$ cat src/sv/sem_pkg.sv
`default_nettype none
package sem_pkg;

    localparam int MAX_LINE_PIXELS = 1024;
    localparam int MAX_FRAME_ROWS  = 4096;

    localparam int COL_W    = $clog2(MAX_LINE_PIXELS);
    localparam int WIDTH_W  = 11;
    localparam int HEIGHT_W = 13;
    localparam int ROW_W    = $clog2(MAX_FRAME_ROWS + 2);
    localparam int GRAD_W   = 12;
    localparam int CFG_IDX_W  = 1;
    localparam int CFG_DATA_W = 13;

    localparam logic [CFG_IDX_W-1:0] CFG_FRAME_WIDTH  = 1'd0;
    localparam logic [CFG_IDX_W-1:0] CFG_FRAME_HEIGHT = 1'd1;

    localparam logic [WIDTH_W-1:0]  WIDTH_RESET  = WIDTH_W'(640);
    localparam logic [HEIGHT_W-1:0] HEIGHT_RESET = HEIGHT_W'(480);

    // index 0 red, 1 green, 2 blue
    typedef logic [2:0][7:0] t_rgb;
    typedef logic [8:0][7:0] t_taps;

    typedef struct packed {
        logic [7:0] pixel_red;
        logic [7:0] pixel_green;
        logic [7:0] pixel_blue;
        logic       flush_item;
    } t_pix_in;

    typedef struct packed {
        logic [7:0] edge_red;
        logic [7:0] edge_green;
        logic [7:0] edge_blue;
        logic       frame_last;
    } t_edge_out;

    typedef struct packed {
        t_rgb top;
        t_rgb mid;
        t_rgb bot;
    } t_col;

    typedef struct packed {
        t_rgb top;
        t_rgb mid;
    } t_ls_word;

    typedef struct packed {
        logic up;
        logic down;
        logic left;
        logic right;
    } t_mask;

    typedef struct packed {
        logic  produce;
        logic  last;
        t_mask mask;
    } t_ctrl;

    function automatic logic [7:0] sem_mag(input logic signed [GRAD_W-1:0] gx,
                                           input logic signed [GRAD_W-1:0] gy);
        logic [GRAD_W-1:0] ax;
        logic [GRAD_W-1:0] ay;
        logic [GRAD_W-1:0] sum;
        ax  = gx[GRAD_W-1] ? GRAD_W'(-gx) : GRAD_W'(gx);
        ay  = gy[GRAD_W-1] ? GRAD_W'(-gy) : GRAD_W'(gy);
        sum = ax + ay;
        if (sum[GRAD_W-1:1] > (GRAD_W-1)'(255)) begin
            return 8'd255;
        end
        return sum[8:1];
    endfunction

endpackage
`default_nettype wire

$ cat src/sv/sem_grad.sv
`default_nettype none
module sem_grad (
    input  sem_pkg::t_taps                       i_taps,
    input  sem_pkg::t_mask                       i_mask,
    output logic signed [sem_pkg::GRAD_W-1:0]    o_gx,
    output logic signed [sem_pkg::GRAD_W-1:0]    o_gy
);
    import sem_pkg::*;

    logic [8:0]               use_tap;
    logic signed [GRAD_W-1:0] v [9];

    always_comb begin
        for (int i = 0; i < 3; i++) begin
            for (int j = 0; j < 3; j++) begin
                use_tap[i*3+j] = (i != 0 || i_mask.up) && (i != 2 || i_mask.down)
                              && (j != 0 || i_mask.left) && (j != 2 || i_mask.right);
            end
        end
        for (int t = 0; t < 9; t++) begin
            v[t] = use_tap[t] ? $signed({{(GRAD_W-8){1'b0}}, i_taps[t]}) : '0;
        end
    end

    assign o_gx = (v[2] + (v[5] <<< 1) + v[8]) - (v[0] + (v[3] <<< 1) + v[6]);
    assign o_gy = (v[6] + (v[7] <<< 1) + v[8]) - (v[0] + (v[1] <<< 1) + v[2]);

endmodule
`default_nettype wire

$ cat config.mk
export PLATFORM = sky130hd
export DESIGN_NAME = sem_grad
export DESIGN_NICKNAME = d
export VERILOG_FILES = /design/src/sv/sem_pkg.sv /design/src/sv/sem_grad.sv
export SDC_FILE = /design/constraint.sdc
export NUM_CORES = 1
export LEC_CHECK = 0
export ABC_AREA = 0
export BUFFER_PORTS_ARGS = -buffer_cell sky130_fd_sc_hd__clkbuf_2
export CAP_MARGIN = 20
export CORE_MARGIN = 3
export CORE_UTILIZATION = 54
export DETAILED_ROUTE_END_ITERATION = 10
export GPL_TIMING_DRIVEN = 0
export PLACE_DENSITY = 0.85
export SYNTH_ARGS = -nofsm -noshare
export SYNTH_HDL_FRONTEND = slang
export SYNTH_SLANG_ARGS = --single-unit
$ cat constraint.sdc
create_clock -name vclk -period 5.75
set_input_delay 0.8625 -clock vclk [all_inputs]
set_output_delay 0.8625 -clock vclk [all_outputs]
set_load 0.005 [all_outputs]
# Word-level counts from Yosys, hierarchy flattened
# Cells that the tools add are included.
# Widths: inputs -> output; s select.
[classes] reduce_logical=4 add_sub_neg=10 muxes=8
[ops] op="$add 12x12->12" count=8
[ops] op="$mux 8" count=8
[ops] op="$sub 12x12->12" count=2
[ops] op="$logic_and 1x1->1" count=4
[totals] in_bits=76 reg_bits=0 word_cells=22 out_inout_bits=24

# Longest topological paths before layout
[depth] depth_word=5 ltp_mapped=15

# Least setup slack after synthesis
# OpenSTA, ideal clock, no wires.
[synth_timing] path_type="input to output" startpoint="input i_mask[0] (netlist bit)" endpoint="output o_gy[9] (netlist bit)" arrival_ns=4.248 stages=14 path_slack_ns=0.640 path_buffers=2 path_cell_list="buf_2 > clkbuf_1 > nand3_1 > fa_1 > inv_1 > fa_1 > fa_1 > ha_1 > inv_1 > fa_1 > nor2b_4 > o31a_1 > o2111a_1 > a211oi_2"
[synth_via] elab_chain_cells=4
[synth_rtl] element="start: declaration" line_no="sem_grad.sv:4" text="input sem_pkg::t_mask i_mask,"
[synth_rtl] element="$logic_and 1x1->1" line_no="sem_grad.sv:17" text="&& (j != 0 || i_mask.left) && (j != 2 || i_mask.right);"
[synth_rtl] element="$mux 8" line_no="sem_grad.sv:21" text="v[t] = use_tap[t] ? $signed({{(GRAD_W-8){1'b0}}, i_taps[t]}) : '0;"
[synth_rtl] element="$add 12x12->12" line_no="sem_grad.sv:26" text="assign o_gy = (v[6] + (v[7] <<< 1) + v[8]) - (v[0] + (v[1] <<< 1) + v[2]);"
[synth_rtl] element="$sub 12x12->12 *" line_no="sem_grad.sv:26"
[synth_rtl] element="end: declaration" line_no="sem_grad.sv:6" text="output logic signed [sem_pkg::GRAD_W-1:0] o_gy"
# Every way passes the cells marked *; elsewhere a longest branch is shown, timed or not.

# Worst setup path in the final report
# Same ends and word-level chain as after synthesis.

==> impl_metrics.env <==
export IMPL_syn_inst=369
export IMPL_fmax_mhz=181
export IMPL_arrival_ps=4650
export IMPL_row_count=26
export IMPL_synth_top_family_by_area="adder cells"
export IMPL_grt_overflow_total=0
export IMPL_fp_dieH_um=79.8
export IMPL_via_per_inst=5.31
export IMPL_ys_warn_count=0
export IMPL_drcViolationCount=0
export IMPL_dr_pass1_iters=4
export IMPL_antenna_found_initial=0
export IMPL_p_per_area_nw_per_um2=281
export IMPL_port_buffers=92
export IMPL_grt_start_max_net_pins=20
export IMPL_slew_headroom=0.719
export IMPL_final_nets=619
export IMPL_p_leak_nw=2.01
export IMPL_grt_pass1_wl_um=12500
export IMPL_synth_cell_types=36
export IMPL_track_usage=0.239
export IMPL_gp_congestion=0.874
export IMPL_syn_area_um2=2940
export IMPL_die_area_um2=6370
export IMPL_synth_net_count=528
export IMPL_finalCritPeriodShare=0.959
export IMPL_nClkBuffers=0
export IMPL_worst_pin_slew_ps=421
export IMPL_place_area_um2=3490
export IMPL_setup_viol=0
export IMPL_synth_fa_ha_area_frac=0.470
export IMPL_fin_util=0.672
export IMPL_synthSimpleGateAreaFrac=0.191
export IMPL_rsz0062_at_grt="no"
export IMPL_cts_setup_buffers=0
export IMPL_synth_mux_area_frac=0
export IMPL_register_area_um2=0
export IMPL_initial_core_util=0.566
export IMPL_ys_seq_area_frac=0
export IMPL_fillers=473
export IMPL_ant_nets=0
export IMPL_cap_violations=0
export IMPL_syn2layout_area_growth_pct=18.8
export IMPL_io_pins=100
export IMPL_worst_ep_required_time_ps=4890
export IMPL_grt_pass1_vias=2899
export IMPL_report_final_slew_viol_count=0
export IMPL_endpoint_kind="output port"
export IMPL_design_seq_count=0
export IMPL_synth_compound_area_frac=0.125
export IMPL_post_route_min_period_ps=5510
export IMPL_drive_gt1_frac=0.236
export IMPL_critical_path_slowest_cell="fa_1"
export IMPL_dp_hpwl_um=6430
export IMPL_cpPeakStageDelay_ps=530
export IMPL_drtIter0Drc=92
export IMPL_setup_worst_path_class="in2out"
export IMPL_antenna_cells=0
export IMPL_core_area_um2=5200
export IMPL_fin_cells=528
export IMPL_critPathLaunchType="primary input"
export IMPL_path_cells="clkbuf_2, buf_8, nand2_1, xnor2_1, and2_1, ha_1, or3b_2, fa_1, inv_1, fa_1, inv_1, ha_1, o211a_1, o31a_1, o2111a_1, a211oi_2, clkbuf_2"
export IMPL_ir_drop_mv=0.243
export IMPL_wl_per_cell_um=13.5
export IMPL_hp_class="in2out"
export IMPL_die_w_um=79.8
export IMPL_vias=2803
export IMPL_synth_area_per_cell_um2=7.98
export IMPL_crit_fanout=19
export IMPL_synth_xor_area_frac=0.0922
export IMPL_post_route_cell_area_um2=3500
export IMPL_status="completed"
export IMPL_hold_viol_final=0
export IMPL_wl_um=7130
export IMPL_placed_cells=531
## timing repair
action                                  in CTS  in global routing
endpoints found under the setup margin       2                  5
resized for setup                            0                 11
endpoints found under the hold margin        0                  0
hold buffers                                 0                  0
## report_power, final
group          total [mW]  internal [mW]  switching [mW]
clock                   0              0               0
sequential              0              0               0
combinational       0.985          0.475           0.509
total               0.985          0.475           0.509
## layout by cell type, fill, tap and decap left out, types with 7 or more instances in the layout
master,instances
nand3_1,9
a31oi_1,7
inv_1,83
and3_1,11
a21o_1,9
and2_1,23
a21oi_1,18
nand2_1,42
clkbuf_2,94
fa_1,46
ha_1,37
xnor2_1,25
## layout make-up
cell class	count	area (um^2)	area share
multi-input combinational	275	2590	0.740
timing repair buffer	92	460	0.132
inverter	83	312	0.0891
tap	70	87.6	0.0250
buffer	8	48.8	0.0139
## final timing paths
kind / startpoint / to / cells past startpoint
setup / recovery: i_mask[0] / o_gy[9] / 17
hold / removal: i_taps[1] / o_gx[0] / 4
## cell families after synthesis
family | after synthesis
buffers and inverters | 94
AOI/OAI and AO/OA | 54
and+or+nand+nor | 107
adders and majority gates | 83
xor gates and xnor gates | 31
## worst max-delay path: cells and delay by family
kind	cells	cell delay [ps]
AOI/OAI and AO/OA	4	840
adders and majority gates	4	1560
buffers and inverters	5	540
xor gates and xnor gates	1	120
and+or+nand+nor	3	720
## per-layer routing
metal / vias to the layer above / global-route usage / wire (um)
met1: 1336 / 0.310 / 2940
met3: 6 / 0.0192 / 638
li1: 1352 / - / -
met2: 109 / 0.447 / 3490
met4: 0 / 0.0236 / 59
met5: - / 0 / 0
## metrics by stage
step | setup TNS (ps) | worst slack (ps) | hold slack (ps) | power [mW]
3_3_place_gp | -4.28 | -4.28 | 2210 | 0.955
5_1_grt | 0 | 15.7 | 2270 | 1.13
6_report | 0 | 238 | 2210 | 0.985
2_1_floorplan | 0 | 640 | 2000 | 0.676
4_1_cts | 0 | 58.3 | 2230 | 0.994
3_5_place_dp | -94.8 | -66.7 | 2220 | 0.989
## Yosys cell counts (all sizes together)
library cell | instances | area (um^2)
inv | 83 | 312
fa | 46 | 921
nand2 | 42 | 158
ha | 37 | 463
and2 | 25 | 156
xnor2 | 25 | 219
a21oi | 18 | 90.1
and3 | 11 | 68.8
a21o | 9 | 67.6
nand3 | 9 | 45.0
clkbuf | 8 | 30.0
a31oi | 7 | 43.8
nor2 | 6 | 22.5
or3b | 6 | 52.6
xor2 | 6 | 52.6
o21ai | 5 | 25.0
a221oi | 3 | 32.5
buf | 3 | 15.0
nor2b | 3 | 26.3
a211o | 2 | 17.5
nor3 | 2 | 10.0
o2111ai | 2 | 17.5
a211oi | 1 | 12.5
a311oi | 1 | 8.76
a41oi | 1 | 8.76
and3b | 1 | 8.76
and4 | 1 | 8.76
o2111a | 1 | 11.3
o211a | 1 | 10.0
o211ai | 1 | 7.51
o21a | 1 | 7.51
o31a | 1 | 8.76
or3 | 1 | 6.26
Note: power is estimated with default switching activity, not from simulation.
