<file path="config.mk">
export PLATFORM = sky130hd
export DESIGN_NAME = sem_col_cell
export DESIGN_NICKNAME = d
export VERILOG_FILES = /design/src/sv/sem_pkg.sv /design/src/sv/sem_col_cell.sv
export SDC_FILE = /design/constraint.sdc
export NUM_CORES = 1
export LEC_CHECK = 0
export ABC_CLOCK_PERIOD_IN_PS = 900
export BUFFER_PORTS_ARGS = -buffer_cell sky130_fd_sc_hd__clkbuf_2
export CAP_MARGIN = 20
export CORE_UTILIZATION = 44
export CTS_CLUSTER_DIAMETER = 100
export CTS_CLUSTER_SIZE = 10
export DETAILED_ROUTE_END_ITERATION = 7
export PLACE_DENSITY = 0.77
export SKIP_LAST_GASP = 1
export SLEW_MARGIN = 20
export SYNTH_ARGS = -nofsm -noshare
export SYNTH_HDL_FRONTEND = slang
export SYNTH_SLANG_ARGS = --single-unit
</file>
<file path="constraint.sdc">
create_clock -name i_clk -period 0.9 [get_ports i_clk]
set_clock_uncertainty 0.05 [all_clocks]
set_input_delay 0.045 -clock i_clk [delete_from_list [all_inputs] [get_ports i_clk]]
set_output_delay 0.045 -clock i_clk [all_outputs]
set_load 0.02 [all_outputs]
</file>
<file path="src/sv/sem_pkg.sv">
`default_nettype none
package sem_pkg;

    localparam int MAX_LINE_PIXELS = 1024;
    localparam int MAX_FRAME_ROWS  = 4096;

    localparam int COL_W    = $clog2(MAX_LINE_PIXELS);
    localparam int WIDTH_W  = 11;
    localparam int HEIGHT_W = 13;
    localparam int ROW_W    = $clog2(MAX_FRAME_ROWS + 2);
    localparam int GRAD_W   = 12;
    localparam int CFG_IDX_W  = 1;
    localparam int CFG_DATA_W = 13;

    localparam logic [CFG_IDX_W-1:0] CFG_FRAME_WIDTH  = 1'd0;
    localparam logic [CFG_IDX_W-1:0] CFG_FRAME_HEIGHT = 1'd1;

    localparam logic [WIDTH_W-1:0]  WIDTH_RESET  = WIDTH_W'(640);
    localparam logic [HEIGHT_W-1:0] HEIGHT_RESET = HEIGHT_W'(480);

    // index 0 red, 1 green, 2 blue
    typedef logic [2:0][7:0] t_rgb;
    typedef logic [8:0][7:0] t_taps;

    typedef struct packed {
        logic [7:0] pixel_red;
        logic [7:0] pixel_green;
        logic [7:0] pixel_blue;
        logic       flush_item;
    } t_pix_in;

    typedef struct packed {
        logic [7:0] edge_red;
        logic [7:0] edge_green;
        logic [7:0] edge_blue;
        logic       frame_last;
    } t_edge_out;

    typedef struct packed {
        t_rgb top;
        t_rgb mid;
        t_rgb bot;
    } t_col;

    typedef struct packed {
        t_rgb top;
        t_rgb mid;
    } t_ls_word;

    typedef struct packed {
        logic up;
        logic down;
        logic left;
        logic right;
    } t_mask;

    typedef struct packed {
        logic  produce;
        logic  last;
        t_mask mask;
    } t_ctrl;

    function automatic logic [7:0] sem_mag(input logic signed [GRAD_W-1:0] gx,
                                           input logic signed [GRAD_W-1:0] gy);
        logic [GRAD_W-1:0] ax;
        logic [GRAD_W-1:0] ay;
        logic [GRAD_W-1:0] sum;
        ax  = gx[GRAD_W-1] ? GRAD_W'(-gx) : GRAD_W'(gx);
        ay  = gy[GRAD_W-1] ? GRAD_W'(-gy) : GRAD_W'(gy);
        sum = ax + ay;
        if (sum[GRAD_W-1:1] > (GRAD_W-1)'(255)) begin
            return 8'd255;
        end
        return sum[8:1];
    endfunction

endpackage
`default_nettype wire

</file>
<file path="src/sv/sem_col_cell.sv">
`default_nettype none
module sem_col_cell (
    input  wire           i_clk,
    input  wire           i_rst_n,
    input  wire           i_shift,
    input  sem_pkg::t_col i_col,
    output sem_pkg::t_col o_col
);
    import sem_pkg::*;

    t_col r_col;

    always_ff @(posedge i_clk) begin
        if (!i_rst_n) begin
            r_col <= '0;
        end else if (i_shift) begin
            r_col <= i_col;
        end
    end

    assign o_col = r_col;

endmodule
`default_nettype wire

</file>
# Yosys cells after proc, flatten, opt, wreduce, memory -nomap -nowiden
# Cells that the tools add are included.
totals:
  register_bits: 72
  output_inout_bits: 72
  word_cells: 9

# Depth between registers and ports, before layout
# Gate-level depths: netlist of run 1.
logic_depth:
  depth_word: 0
  ltp_mapped: 4

# Least setup slack after synthesis of run 1
# No wires, ideal clock.
synth_path:
  kind: "input to register"
  from: "input port i_shift"
  to: "register r_col (netlist bit o_col[0])"
  arrival_time_ns: 0.574
  t_required_ns: 0.734
  path_slack_ns: 0.160
  stages: 4
  n_path_buf: 2
  path_cell_list: "buf_6 buf_8 mux2i_1 nor2b_1"
synth_lines:
  columns: ["element", "line_no", "rtl"]
  rows:
  - ["from (decl)", "sem_col_cell.sv:5", "input wire i_shift,"]
  - ["to (signal assigned)", "sem_col_cell.sv:17", "r_col <= i_col;"]
  - ["to (decl)", "sem_col_cell.sv:11", "t_col r_col;"]

==> results of run 1 <==
==> per-layer routing <==
layer | vias up | global-route usage | wire length (um)
met5 | - | 0 | 0
met4 | 0 | 0.143 | 309
met3 | 27 | 0.0888 | 583
met2 | 114 | 0.534 | 5160
met1 | 1224 | 0.268 | 3390
li1 | 1241 | - | -
==> worst max-delay path, stage by stage (launching register included) <==
cell and delay (ns):
dfxtp_2 0.33, buf_4 0.13, mux2i_1 0.20, nor2b_1 0.09
==> power breakdown <==
part / internal (mW) / switching (mW)
Sequential: 3.42 / 0.186
Clock: 0.948 / 1.09
Combinational: 1.11 / 0.720
==> layout by cell type (no fill, tap or decap) <==
master and n:
clkbuf_1 2, nor2b_1 72, clkinv_2 2, clkbuf_8 9
clkbuf_2 73, mux2i_1 72, dlygate4sd3_1 72, buf_12 4
dfxtp_4 1, dfxtp_2 71, buf_4 21, buf_8 72
==> worst paths after layout <==
check              end  startpoint  depth (start not counted)
max          o_col[19]   o_col[19]                          3
min          o_col[46]     i_rst_n                          3
max reg2reg  o_col[19]   o_col[19]                          3
min reg2reg  o_col[46]   o_col[46]                          2
==> metrics by stage <==
stage | TNS [ns] | cell area (sq um) | hold slack [ns] | power [mW] | instances
floorplan | 0 | 2760 | 0.164 | 4.23 | 232
global placement | 0 | 3550 | 0.249 | 4.61 | 445
detailed placement | 0 | 3550 | 0.259 | 4.64 | 445
CTS | -0.716 | 5140 | 0.135 | 7.24 | 531
global route | -2.21 | 5350 | 0.139 | 7.78 | 546
finish | -0.0632 | 5350 | 0.149 | 7.48 | 546
==> cells by family (layout without fill, tap and decap cells) <==
family                 count (synthesis)  after routing  synth area share
muxes                                 72             72             0.261
DFF                                   72             72             0.522
and+or+nand+nor                       72             72             0.163
buffers and inverters                 16            255            0.0535
==> cells in the mapped netlist <==
cell	count	area [sq um]
mux2i_1	72	721
buf_8	7	105
nor2b_1	72	450
clkbuf_1	7	26.3
clkbuf_2	1	5.00
buf_6	1	11.3
dfxtp_1	72	1440
==> final cells by class <==
class / count / area (sq um) / area share
Clock buffer: 11 / 131 / 0.0246
Clock inverter: 2 / 10.0 / 0.00187
Multi-Input combinational cell: 144 / 1170 / 0.219
Sequential cell: 72 / 1530 / 0.287
Tap cell: 75 / 93.8 / 0.0176
Timing Repair Buffer: 242 / 2400 / 0.450
==> repair_timing <==
action,4_1_cts,5_1_grt
resized for setup,210,73
cloned,0,0
setup endpoints to repair,72,72
setup buffers,1,15
hold buffers,72,0
hold endpoints to repair,72,0
==> flow_metrics.tcl, run 1 <==
set metrics [dict create \
    outcome "finished with violations" \
    violations "negative setup slack" \
    synth_nets 307 \
    tightest_slew_ns 0.336 \
    fill_cells 243 \
    final.min_clock_period_ns 0.923 \
    grt_pass1_vias 2727 \
    rsz0062_at_grt "true" \
    wl_um 9440 \
    via_count 2606 \
    htree_levels 3 \
    coreArea_sq_um 5990 \
    fin_crit_sh 1.03 \
    antenna_cells 0 \
    syn_area_sq_um 2760 \
    path_clk_slew_ns 0.07 \
    start_util 0.461 \
    boundaryPins 147 \
    post-route-drc-count 0 \
    hold_viol 0 \
    antenna_left 0 \
    cts_tree "yes" \
    preCtsSetupSlack_ns 0.00661 \
    cp-end-kind "register" \
    cp-start-kind "register" \
    ir_drop_uv 976 \
    synthDistinctLibCells 7 \
    path_class "reg2reg" \
    dr.pass1.iters 4 \
    via_per_inst 4.77 \
    gr-total-overflow 0 \
    place.gp.congestion 0.785 \
    cp.required_ns 1.06 \
    cp_data_arrival_time_ns 1.08 \
    yosys_warnings 0 \
    io_buffers 146 \
    area_growth_pct 93.7 \
    netlist_instances 232 \
    die-area_sq_um 6590 \
    final_nets 544 \
    max-cap-violations 0 \
    slew_viol_final 0 \
    fp-row-count 28 \
    clk_path_buf_depth 2 \
    gr-usage-all-layers 0.281 \
    ys_seq_area_frac 0.522 \
    grt_max_degree 44 \
    first_iter_violations 84 \
    cts-buffers-inserted 9 \
    crit_fanout 2 \
    p_per_area_nw_per_um2 1400 \
    synth_seq_cells 72 \
    avgSynthCellArea_sq_um 11.9 \
    finish.utilization 0.892 \
    finalSetupViolations 8 \
    grt_pass1_wl_um 13300 \
    cts.sinks 72 \
    avgRoutedWirePerCell_um 17.3 \
    hp-class "in2reg" \
    clkLatencyLatePin_ns 0.33 \
    largest_reg_flops 72 \
    fp.dieH_um 81.2 \
    antenna_found_initial 0 \
    slew_headroom 0.776 \
    max_freq_ghz 1.08 \
    leakagePower_nw 2.52 \
    drive_above_1_share 0.537 \
    setup_ws_ns -0.0233 \
    root_buffer "clkbuf_8" \
    reg2reg_slack_ns -0.02 \
    hpwl_um 4120 \
    die_w_um 81.2 \
]
No activity file was read; power rests on OpenSTA's default activity.
==> inputs of run 2 (changes only) <==
ABC_AREA = 1   (was not set)
CORE_UTILIZATION = 45   (was 44)
==> flow_metrics.tcl, run 2 <==
set metrics [dict create \
    grt_pass1_wl_um 16300 \
    hold_viol 0 \
    dr.pass1.iters 6 \
    cp-start-kind "register" \
    async_reset_ff_frac 0 \
    path_delay_family "flip-flops" \
    cp-end-kind "output port" \
    cp.required_ns 0.81 \
    via_per_inst 4.65 \
    ys_seq_area_frac 0.487 \
    switching_share 0.279 \
    area_growth_pct 86.5 \
    antenna_cells 0 \
    io_buffers 146 \
    fill_cells 301 \
    p_comb_frac 0.250 \
    netlist_instances 456 \
    place_area_sq_um 3720 \
    synthDistinctLibCells 7 \
    max_freq_ghz 1.09 \
    preCtsSetupSlack_ns 0.126 \
    finish.utilization 0.869 \
    seqPwrFrac 0.445 \
    fp.dieH_um 83.1 \
    setup_ws_ns -0.0173 \
    outcome "finished with violations" \
    cp_slowest_stage_delay_ns 0.36 \
    post-route-drc-count 0 \
    finalHoldWorstSlack_ns 0.101 \
    p_clk_frac 0.305 \
    p_per_area_nw_per_um2 1500 \
    via_count 3514 \
    synth_nets 531 \
    path_clk_slew_ns 0.07 \
    power_mw 8.26 \
    crit_fanout 2 \
    fin_crit_sh 1.02 \
    final-instance-count-excl-fill 756 \
    gr-usage-all-layers 0.297 \
    cp_data_arrival_time_ns 0.82 \
    synth_ff_type "dfxtp_1" \
    critPathSlowestCell "dfxtp_4" \
    hp-class "in2reg" \
    rsz0062_at_grt "true" \
    slew_headroom 0.855 \
    drive_above_1_share 0.364 \
    crit_buf_inv 1 \
    fp-row-count 29 \
    coreArea_sq_um 6350 \
    largest_reg_flops 72 \
    hpwl_um 4560 \
    path_class "reg2out" \
    final_nets 749 \
    violations "negative setup slack" \
    clk_path_buf_depth 2 \
    cts.sinks 72 \
    final.min_clock_period_ns 0.917 \
    ys_top_cells_by_area "dfxtp_1 (49%), nand2_1 (18%), nor2_1 (18%)" \
    slew_viol_final 0 \
    htree_levels 3 \
    yosys_warnings 0 \
    antenna_found_initial 0 \
    leakagePower_nw 3.00 \
    place.gp.congestion 0.719 \
    die-area_sq_um 6900 \
    syn_area_sq_um 2960 \
    boundaryPins 147 \
    grt_max_degree 55 \
    clkLatencyLatePin_ns 0.33 \
    cts-buffers-inserted 9 \
    synth_edf_count 0 \
    final_cell_mix "nor2_1 (144), nand2_1 (144), clkbuf_2 (73)" \
    tns_ns -0.0500 \
    design_area_sq_um 5520 \
    gr-total-overflow 0 \
    synthTopCellsByCount "nand2_1 (144), nor2_1 (144), dfxtp_1 (72), inv_1 (72), buf_2 (16)" \
    synth_seq_cells 72 \
    cts_tree "yes" \
    p_switching_mw 2.31 \
    tightest_slew_ns 0.218 \
    placed_cells 660 \
    crit_path_cell_trace "buf_8" \
    die_w_um 83.1 \
    yosysTopAreaCell "dfxtp_1" \
    p_int_mw 5.96 \
    wl_um 10700 \
    avgRoutedWirePerCell_um 14.1 \
    avgSynthCellArea_sq_um 6.49 \
    finalSetupViolations 10 \
    synth_top_area_frac 0.487 \
    first_iter_violations 134 \
    start_util 0.466 \
    ir_drop_uv 1300 \
    max-cap-violations 0 \
    antenna_left 0 \
    grt_pass1_vias 3562 \
    root_buffer "clkbuf_8" \
]
## run 2: final cells by class
cell class | instances | area [sq um] | area share
clock buffer | 14 | 193 | 0.0349
multi-input combinational | 288 | 1080 | 0.196
tap | 77 | 96.3 | 0.0175
sequential | 72 | 1530 | 0.278
clock inverter | 2 | 10.0 | 0.00181
inverter | 72 | 270 | 0.0490
timing repair buffer | 231 | 2330 | 0.423
## run 2: metal layers
layer / share of wire / track usage
met1: 0.35 / 0.293
met2: 0.54 / 0.554
met3: 0.063 / 0.0815
met4: 0.048 / 0.165
met5: 0 / 0
## run 2: worst paths after layout
| kind | from | end | slack (ns) | depth (start not counted) |
|---|---|---|---|---|
| max | o_col[27] | o_col[27] | -0.02 | 1 |
| min | i_rst_n | o_col[36] | 0.10 | 4 |
| max reg2reg | o_col[68] | o_col[68] | 0.06 | 3 |
| min reg2reg | o_col[40] | o_col[40] | 0.43 | 2 |
## run 2: cells by family (layout without fill, tap and decap cells)
group                  count (synthesis)  in the layout  share of synthesized area
and+or+nand+nor                      288            288                      0.365
buffers and inverters                 96            319                      0.148
DFF                                   72             72                      0.487
## run 2: worst reg2reg max path: cells and delay by family, from the launching register on
family	cells	cell delay, ns
buffers and inverters	1	0.13
DFF	1	0.33
and+or+nand+nor	2	0.22
## run 2: power groups by stage
| stage | Sequential (mW) | Combinational, mW | Clock, mW |
|---|---|---|---|
| final | 3.67 | 2.07 | 2.52 |
| after global routing | 3.69 | 2.21 | 2.71 |
| after CTS | 3.61 | 1.85 | 2.57 |
| after detailed placement | 3.60 | 1.26 | 0 |
| after global placement | 3.59 | 1.24 | 0 |
| after floorplan | 3.86 | 0.534 | 0 |
## run 2: timing repair
action | 4_1_cts | 5_1_grt
hold buffers | 72 | 0
gates resized for setup | 209 | 73
setup buffers | 4 | 4
endpoints found under the hold margin | 72 | 0
setup endpoints to repair | 72 | 72
==> inputs of run 3 (changes only) <==
REMOVE_ABC_BUFFERS = 1   (was not set)
==> flow_metrics.tcl, run 3 (synthesized netlist as in run 2, its figures left out) <==
set metrics [dict create \
    dr.pass1.iters 4 \
    reg2reg_slack_ns 0.09 \
    wl_um 11300 \
    hp-start "i_shift" \
    antenna_left 0 \
    power_mw 8.53 \
    setup_ws_ns -0.0182 \
    reg2reg_to "o_col[38]" \
    dr_wl_met2_um 6310 \
    violations "negative setup slack" \
    place_area_sq_um 3730 \
    hold_viol 0 \
    multi_input_area_sq_um 1080 \
    htree_levels 3 \
    hp-class "in2reg" \
    crit_path_cell_trace "buf_8" \
    cp_data_arrival_time_ns 0.82 \
    tns_ns -0.219 \
    design_area_sq_um 5560 \
    crit_buf_inv 1 \
    finalHoldWorstSlack_ns 0.0462 \
    gr-usage-all-layers 0.289 \
    fp-row-count 29 \
    grt_max_degree 44 \
    die_w_um 83.1 \
    met1_length_um 3810 \
    grt_pass1_vias 3394 \
    path_delay_family "flip-flops" \
    highest_layer "met4" \
    cp_slowest_stage_delay_ns 0.36 \
    rsz0062_at_grt "true" \
    io_buffers 146 \
    grt_pass1_wl_um 15700 \
    start_util 0.466 \
    boundaryPins 147 \
    post-route-drc-count 0 \
    fill_cells 304 \
    final.min_clock_period_ns 0.918 \
    path_clk_slew_ns 0.07 \
    via_count 3551 \
    coreArea_sq_um 6350 \
    die-area_sq_um 6900 \
    hpwl_um 4660 \
    place.gp.congestion 0.718 \
    drive_above_1_share 0.367 \
    avgRoutedWirePerCell_um 14.8 \
    fin_crit_sh 1.02 \
    cp.required_ns 0.81 \
    crit_fanout 2 \
    layout.area.seq_sq_um 1530 \
    holdPathEnd "o_col[0]" \
    hold-path-cell-count 3 \
    largest_reg_flops 72 \
    reg2reg_depth 3 \
    clk_path_buf_depth 2 \
    tightest_slew_ns 0.187 \
    cts.sinks 72 \
    first_iter_violations 169 \
    antenna_cells 0 \
    clkLatencyLatePin_ns 0.34 \
    via_per_inst 4.67 \
    cts_tree "yes" \
    cp-start-kind "register" \
    worstSetupPathDepth 1 \
    final_cell_mix "nor2_1 (144), nand2_1 (144), clkbuf_2 (73)" \
    antenna_found_initial 0 \
    critPathSlowestCell "dfxtp_2" \
    finalSetupViolations 27 \
    path_class "reg2out" \
    max-cap-violations 0 \
    gr-total-overflow 0 \
    max_freq_ghz 1.09 \
    root_buffer "clkbuf_8" \
    reg2reg_from "o_col[38]" \
    finish.utilization 0.875 \
    route.met3.wl_um 647 \
    fp.dieH_um 83.1 \
    area_growth_pct 87.8 \
    leakagePower_nw 3.02 \
    slew_headroom 0.875 \
    cp-end-kind "output port" \
    cts-buffers-inserted 9 \
    outcome "finished with violations" \
    p_per_area_nw_per_um2 1540 \
    final_nets 754 \
    ir_drop_uv 1120 \
    slew_viol_final 0 \
]
-- run 3: cell types whose count changed in the layout (fill, tap and decap cells not counted) --
cell and delta:
buf_12 -1, buf_4 +6, bufinv_16 +1, clkbuf_1 +1, clkbuf_8 -1, clkinv_2 -1
dfxtp_2 +1, dfxtp_4 -1
-- run 3: worst max-delay path by stage --
stage,from,endpoint
floorplan,o_col[53],o_col[53]
finish,o_col[53],o_col[53]
CTS,o_col[36],o_col[36]
global route,o_col[55],o_col[55]
detailed placement,i_shift,o_col[53]
global placement,i_shift,o_col[14]
-- run 3: stage by stage --
stage,setup WS (ns),instances
floorplan,0.218,432
global placement,0.120,663
detailed placement,0.0757,663
CTS,-0.0353,751
global route,-0.0542,761
finish,-0.0182,761
-- run 3: what timing repair did --
action                                  CTS  global route
pin swaps                                 0             0
setup buffers                             0            10
endpoints found under the hold margin    72             0
hold buffers                             72             0
endpoints found under the setup margin   72            72
gates resized for setup                 209            72
-- run 3: area by class of cell --
class                   instances  share of cell area
repair buffers                236               0.425
flip-flops and latches         72               0.276
multi-input cells             288               0.195
inverters                      72              0.0486
clock buffers                  14              0.0329
well taps                      77              0.0173
clock inverters                 2             0.00630
-- run 3: per-layer routing --
metal / track usage / vias up
met5: 0 / -
met4: 0.138 / 0
met3: 0.0656 / 46
met2: 0.573 / 168
met1: 0.275 / 1612
li1: - / 1725
-- run 3: power breakdown --
part,leakage [nW],total [mW],internal [mW],switching [mW]
clock,0.113,2.76,1.58,1.18
combinational,2.29,2.09,1.14,0.956
sequential,0.619,3.68,3.46,0.222
total,3.02,8.53,6.18,2.36
-- run 3: worst reg2reg max path, delay by kind of cell, from the launching register on --
family | cells | cell delay [ns]
buffers and inverters | 1 | 0.13
AND/OR/NAND/NOR | 2 | 0.18
flip-flops | 1 | 0.35
